**config.mk**
```make
export PLATFORM = sky130hd
export DESIGN_NAME = line_rasterizer_top
export DESIGN_NICKNAME = d
export VERILOG_FILES = /design/src/rtl/lr_pkg.sv /design/src/rtl/line_rasterizer_top.sv /design/src/rtl/lr_step_unit.sv
export SDC_FILE = /design/constraint.sdc
export NUM_CORES = 1
export LEC_CHECK = 0
export ABC_AREA = 0
export CAP_MARGIN = 20
export CORE_MARGIN = 1
export CORE_UTILIZATION = 60
export CTS_CLUSTER_SIZE = 14
export DETAILED_ROUTE_END_ITERATION = 8
export DONT_BUFFER_PORTS = 1
export PLACE_DENSITY = 0.85
export SLEW_MARGIN = 25
export SYNTH_ARGS = -nofsm -noshare
export SYNTH_HDL_FRONTEND = slang
export SYNTH_HIERARCHICAL = 1
export SYNTH_SLANG_ARGS = --single-unit
```
**constraint.sdc**
```tcl
create_clock -name clk -period 7.34 [get_ports clk]
set_input_delay 1.468 -clock clk [delete_from_list [all_inputs] [get_ports clk]]
set_output_delay 1.468 -clock clk [all_outputs]
set_load 0.03 [all_outputs]
```
**src/rtl/lr_pkg.sv**
```systemverilog
// line rasterizer package: grid constants, datapath types and coordinate clamp
package lr_pkg;

	localparam int GRID_SIZE = 64;
	localparam int COORD_W   = 7;
	localparam int GLYPH_W   = 8;
	localparam int CNT_W     = $clog2(GRID_SIZE);
	localparam int ERR_W     = CNT_W + 3;

	typedef logic [COORD_W-1:0] coord_t;
	typedef logic [CNT_W-1:0]   dist_t;

	// per-line constants set up once per item
	typedef struct packed {
		dist_t                    a;
		logic signed [ERR_W-1:0]  b2;
		logic signed [ERR_W-1:0]  db2;
		logic                     col_major;
		logic                     col_neg;
		logic                     row_neg;
	} lr_line_t;

	// walking state of the error-term unit
	typedef struct packed {
		coord_t                   col;
		coord_t                   row;
		logic signed [ERR_W-1:0]  err;
		dist_t                    cnt;
	} lr_step_t;

	function automatic coord_t clamp_coord(input coord_t v);
		coord_t c;
		c = v;
		if (c == coord_t'(0))
			c = coord_t'(1);
		else if (c > coord_t'(GRID_SIZE))
			c = coord_t'(GRID_SIZE);
		return c;
	endfunction

endpackage

```
**src/rtl/line_rasterizer_top.sv**
```systemverilog
// line rasterizer top level: command intake, setup, pixel sequencer and output register
// a taken command is registered, set up into line_q and step_q, then walked to the output
// throughput: one pixel per cycle from the step unit while the output is not stalled
// a command is taken only when the previous one has been fully walked
// output stalls hold the walk; the next command may be taken while the last pixel waits
// reset (arst_n low, asynchronous) returns the sequencer to idle and empties the output
module line_rasterizer_top (
	input  logic        clk,
	input  logic        arst_n,
	input  logic        s_tvalid,
	output logic        s_tready,
	input  logic [39:0] s_tdata,  // start_col, start_row, end_col, end_row, glyph, zero pad
	output logic        m_tvalid,
	input  logic        m_tready,
	output logic [23:0] m_tdata,  // pixel_col, pixel_row, pixel_glyph, zero pad
	output logic        m_tlast   // last_pixel
);
	import lr_pkg::*;

	localparam logic [1:0] ST_IDLE  = 2'd0;
	localparam logic [1:0] ST_SETUP = 2'd1;
	localparam logic [1:0] ST_RUN   = 2'd2;

	logic [1:0] state_q;
	coord_t     c1_q, r1_q, c2_q, r2_q;
	logic [GLYPH_W-1:0] glyph_q;
	lr_line_t   line_q, line_d;
	lr_step_t   step_q, step_d, step_nxt;
	logic       step_last;
	logic       out_valid_q;
	coord_t     out_col_q, out_row_q;
	logic [GLYPH_W-1:0] out_glyph_q;
	logic       out_last_q;
	logic       load;

	dist_t  ac, ar, a_sel, b_sel;
	coord_t c_lo, r_lo;
	logic   vert, horz;

	assign s_tready = (state_q == ST_IDLE);
	assign load     = (state_q == ST_RUN) && (!out_valid_q || m_tready);

	assign ac   = (c2_q >= c1_q) ? dist_t'(c2_q - c1_q) : dist_t'(c1_q - c2_q);
	assign ar   = (r2_q >= r1_q) ? dist_t'(r2_q - r1_q) : dist_t'(r1_q - r2_q);
	assign c_lo = (c1_q < c2_q) ? c1_q : c2_q;
	assign r_lo = (r1_q < r2_q) ? r1_q : r2_q;
	assign vert = (c1_q == c2_q);
	assign horz = (r1_q == r2_q);

	// straight lines reuse the stepper with zero minor distance, walking upward
	always_comb begin
		step_d.col = c1_q;
		step_d.row = r1_q;
		step_d.cnt = '0;
		line_d.col_neg   = (c2_q < c1_q);
		line_d.row_neg   = (r2_q < r1_q);
		line_d.col_major = (ac >= ar);
		priority if (vert) begin
			step_d.row = r_lo;
			line_d.row_neg   = 1'b0;
			line_d.col_major = 1'b0;
			a_sel = ar;
			b_sel = '0;
		end else if (horz) begin
			step_d.col = c_lo;
			line_d.col_neg   = 1'b0;
			line_d.col_major = 1'b1;
			a_sel = ac;
			b_sel = '0;
		end else begin
			a_sel = (ac >= ar) ? ac : ar;
			b_sel = (ac >= ar) ? ar : ac;
		end
		line_d.a   = a_sel;
		line_d.b2  = $signed(ERR_W'({b_sel, 1'b0}));
		line_d.db2 = $signed(ERR_W'({b_sel, 1'b0})) - $signed(ERR_W'({a_sel, 1'b0}));
		step_d.err = $signed(ERR_W'({b_sel, 1'b0})) - $signed(ERR_W'(a_sel));
	end

	lr_step_unit u_step (
		.cfg  (line_q),
		.cur  (step_q),
		.nxt  (step_nxt),
		.last (step_last)
	);

	always_ff @(posedge clk or negedge arst_n) begin
		if (!arst_n) begin
			state_q     <= ST_IDLE;
			out_valid_q <= 1'b0;
		end else begin
			unique case (state_q)
				ST_IDLE: begin
					if (s_tvalid) state_q <= ST_SETUP;
				end
				ST_SETUP: state_q <= ST_RUN;
				ST_RUN: begin
					if (load && step_last) state_q <= ST_IDLE;
				end
				default: state_q <= ST_IDLE;
			endcase
			if (load)
				out_valid_q <= 1'b1;
			else if (m_tready)
				out_valid_q <= 1'b0;
		end
	end

	always_ff @(posedge clk) begin
		if (s_tvalid && s_tready) begin
			c1_q    <= clamp_coord(s_tdata[6:0]);
			r1_q    <= clamp_coord(s_tdata[13:7]);
			c2_q    <= clamp_coord(s_tdata[20:14]);
			r2_q    <= clamp_coord(s_tdata[27:21]);
			glyph_q <= s_tdata[35:28];
		end
		if (state_q == ST_SETUP) begin
			line_q <= line_d;
			step_q <= step_d;
		end else if (load) begin
			step_q <= step_nxt;
		end
		if (load) begin
			out_col_q   <= step_q.col;
			out_row_q   <= step_q.row;
			out_glyph_q <= glyph_q;
			out_last_q  <= step_last;
		end
	end

	assign m_tvalid = out_valid_q;
	assign m_tdata  = {2'b00, out_glyph_q, out_row_q, out_col_q};
	assign m_tlast  = out_last_q;

`ifndef SYNTHESIS
	a_cnt_bound: assert property (@(posedge clk) disable iff (!arst_n)
		(state_q == ST_RUN) |-> (step_q.cnt <= line_q.a))
		else $error("pixel count ran past line length");

	a_take_setup: assert property (@(posedge clk) disable iff (!arst_n)
		(s_tvalid && s_tready) |=> (state_q == ST_SETUP))
		else $error("accepted command did not enter setup");

	a_pix_range: assert property (@(posedge clk) disable iff (!arst_n)
		m_tvalid |-> (m_tdata[6:0] != 7'd0 && m_tdata[6:0] <= 7'(GRID_SIZE)
			&& m_tdata[13:7] != 7'd0 && m_tdata[13:7] <= 7'(GRID_SIZE)))
		else $error("pixel outside grid");
`endif

endmodule

```
**src/rtl/lr_step_unit.sv**
```systemverilog
// shared error-term step unit: one pixel advance per use
module lr_step_unit (
	input  lr_pkg::lr_line_t cfg,
	input  lr_pkg::lr_step_t cur,
	output lr_pkg::lr_step_t nxt,
	output logic             last
);
	import lr_pkg::*;

	logic   gt;
	coord_t col_step;
	coord_t row_step;

	assign gt       = cur.err > $signed(ERR_W'(0));
	assign col_step = cfg.col_neg ? cur.col - coord_t'(1) : cur.col + coord_t'(1);
	assign row_step = cfg.row_neg ? cur.row - coord_t'(1) : cur.row + coord_t'(1);
	assign last     = (cur.cnt == cfg.a);

	always_comb begin
		nxt.cnt = cur.cnt + dist_t'(1);
		// one add: error either gains 2b or gains 2b - 2a
		nxt.err = gt ? cur.err + cfg.db2 : cur.err + cfg.b2;
		if (cfg.col_major) begin
			nxt.col = col_step;
			nxt.row = gt ? row_step : cur.row;
		end else begin
			nxt.row = row_step;
			nxt.col = gt ? col_step : cur.col;
		end
	end

endmodule
```
==> results by group <==
STA
  – Worst slew pin tran: 0.675 ns
  – Final setup violation count: 0
  – Setup slack after layout: between 1.5 and 2 ns
  – TNS Setup: 0 ns
  – Period utilization: 79.2%
  – Slew headroom: roughly 55%
  – Fin Clk Skew: ~0.005 ns
  – RSZ-0062 raised after global routing: false
  – Fmax: 172 MHz
  – Final Max Slew Viols: 0
  – Final Hold Fails: 0
  – Minimum clock period: 5.81 ns

Yosys
  – Synth Flop Type: edfxtp_1
  – Mapped cell area: 7180 µm²
  – Synthesized area per cell: 10.8 µm²
  – Synth warn: 6
  – EDFF count, synth: between 100 and 150
  – Post-synthesis sequential area ratio: 46.2%
  – Netlist cell types: 64
  – Register bit total from synthesis: between 100 and 150
  – Syn Inst Count: about 670
  – FFs w/ async S/R, synth: ~2.7%

Finish
  – Area Growth Syn to Fin: 10.8%
  – Most common cell after layout, fill and taps aside: edfxtp_1
  – Final instance area: 7960 µm²
  – Proportion of layout cells with a drive suffix above 1: about a tenth
  – Most frequent cells in the layout: edfxtp_1, a21oi_1, inv_1, ha_1, nor2_1
  – Final nets: 786
  – Filler Cells Inserted: 816
  – Antenna cells: 0

Outcome
  – Failing checks: DRC
  – Status: finished with violations

Setup path
  – Crit. End Element: flip-flop
  – Reg-to-Reg Start: c1_q[0]
  – Worst Setup Start Kind: flip-flop
  – Crit-path max cell delay: between 0.4 and 0.5 ns
  – Req. time, crit path: around 7.5 ns
  – CP max-delay cell: xor2_1
  – Critical Path Source: c1_q[0]
  – Cells along the critical path: inv_1 -> ha_1 -> nand2b_1 -> a211o_1 -> a21oi_4 -> mux2i_1 -> xor2_1 -> inv_1 -> ha_1 -> a21o_1 -> a21o_1 -> a21o_1 -> o22ai_4 -> inv_1 -> nand2_1 -> a21boi_0 -> ha_1 -> and3_1 -> a21oi_1 -> o21ai_1 -> a2111oi_2 -> nor3_1 -> xor2_1 -> o21ai_1
  – Peak fanout along the critical path: 7
  – Crit path kind: flip-flop to flip-flop
  – Crit path DAT: around 6.0 ns

Floorplanning
  – Starting Density: between 60% and 70%
  – Row cnt: 39
  – I/O Pins: 71
  – Core ar.: ~12000 µm²
  – Die height: between 100 and 150 µm
  – Die width: 111 µm
  – Die Area: about 12000 µm²

Drt
  – DR DRC count: 2
  – WL/cell: 17.2 µm
  – Vias per cell: 5.88
  – DR vias: 4902
  – Drt first pass iters: 7
  – 1st-iter DRT viols: 351
  – Total wire length: 14300 µm
  – Antenna-violating nets left: 0

Clock tree
  – CTS Buf Count: 17
  – Worst skew pair latency: roughly 0.41 ns
  – Total setup buffers inserted after CTS: 0
  – Clock transition at path regs: ~0.050 ns
  – Clock Root Buffer: clkbuf_16
  – Num Clock Sinks: about 110
  – # hold bufs at CTS: 0
  – CTS tree: built
  – Post-CTS Resized: 0
  – H-tree depth: 4
  – Clk buf depth: 2

Global routing
  – Global route overflow: 0
  – Tot GR Track Use: 24.5%
  – Pin count of the biggest net entering global routing: 53
  – Initial antenna violation count: 0
  – Number of global-route vias before repair: around 5000
  – First-pass GRT wire length: approximately 24000 µm

Run
  – Max cap viols: 0

Placed design
  – HPWL Detailed: roughly 10000 µm
  – Placed Area: ~7300 µm²
  – RePlAce Congestion: ~0.86
  – Place WS: approximately 1.6 ns
  – IO buf count: 0

Worst hold path
  – Worst min path class: flip-flop to flip-flop
  – Hold path startpoint: glyph_q[1]
-- registers in the layout (all words and copies together) (netlist names) --
name,cells
out_col_q,7
line_q,22
glyph_q,8
r1_q,7
step_q,29
m_tvalid,1
out_row_q,7
c1_q,7
out_glyph_q,8
state_q,2
m_tlast,1
r2_q,7
c2_q,7
-- final timing paths --
check                      cells past startpoint              to  slack [ns]
setup / recovery                              24      step_q[12]        1.53
hold / removal                                 0  out_glyph_q[1]        0.41
setup reg to reg                              24      step_q[12]        1.53
hold reg to reg                                0  out_glyph_q[1]        0.41
max in group asynchronous                      0        m_tvalid        6.53
min in group asynchronous                      0      state_q[0]        0.75
-- synthesized netlist by cell type (2+ instances only) --
cell type	n	area, µm²
edfxtp_1	104	3120
a21oi_1	62	310
inv_1	58	218
ha_1	57	713
nor2_1	55	206
nand2_1	41	154
xnor2_1	31	272
nor2b_1	24	150
o21ai_0	24	120
a21o_1	18	135
mux2i_1	17	170
xor2_1	14	123
mux2_2	13	146
clkbuf_1	12	45.0
nand2b_1	11	68.8
nand3_1	10	50.1
nor3_1	9	45.0
fa_1	8	160
o21ai_1	8	40.0
a211oi_1	7	52.6
dfxtp_1	6	120
o21bai_1	6	45.0
and3_1	4	25.0
a211o_1	3	26.3
a21oi_4	3	48.8
and2_1	3	18.8
dfrtp_1	3	75.1
o21a_1	3	22.5
o31ai_1	3	22.5
a21boi_0	2	15.0
a221oi_2	2	30.0
a22o_1	2	17.5
buf_2	2	10.0
buf_4	2	15.0
buf_6	2	22.5
inv_2	2	7.51
nand4_1	2	12.5
nor2_2	2	12.5
nor4_4	2	42.5
o21ai_2	2	17.5
o22ai_4	2	40.0
o41ai_1	2	17.5
or2_2	2	12.5
-- routing by layer --
metal / up-vias / global-route usage (%) / wire length [µm]
met5: - / 0 / 0
met4: 0 / 10.9 / 267
met3: 24 / 5.50 / 648
met2: 144 / 41.2 / 7060
met1: 2345 / 30.3 / 6320
li1: 2389 / - / -
-- critical path: cells and delay by family, from the launching register on --
kind	cells	cell delay, ns
flip-flops	1	0.39
buffers and inverters	3	0.32
adder cells (fa/ha/maj)	3	0.92
AND/OR/NAND/NOR	4	0.55
XOR/XNOR	2	0.56
AO/OA/AOI/OAI	11	2.57
multiplexers	1	0.25
-- layout make-up --
| type | instances | area, µm² | area share [%] |
|---|---|---|---|
| flip-flops and latches | 113 | 3320 | 41.7 |
| clock buffers | 20 | 437 | 5.48 |
| repair buffers | 5 | 37.5 | 0.471 |
| well taps | 143 | 179 | 2.25 |
| inverters | 61 | 231 | 2.91 |
| multi-input cells | 479 | 3570 | 44.8 |
| clock inverters | 12 | 189 | 2.37 |
-- cell families after synthesis --
| family | synth area share [%] |
|---|---|
| simple gates | 11.9 |
| buf+inv | 4.56 |
| fa+ha+maj | 12.3 |
| compound gates | 15.0 |
| mux | 4.56 |
| flops | 46.2 |
| xor+xnor | 5.49 |
| other cells | 0.0522 |
-- stage by stage --
| step | util (%) | cells | hold slack [ns] |
|---|---|---|---|
| 2_1_floorplan | - | 672 | 0.400 |
| 3_3_place_gp | 63.4 | 801 | 0.403 |
| 3_5_place_dp | 63.4 | 801 | 0.405 |
| 4_1_cts | 68.9 | 833 | 0.420 |
| 5_1_grt | 68.9 | 833 | 0.431 |
| 6_report | 68.9 | 833 | 0.415 |
Power is not shown: default switching activity piles up to over one toggle a cycle in this logic, so the estimate is an artifact.
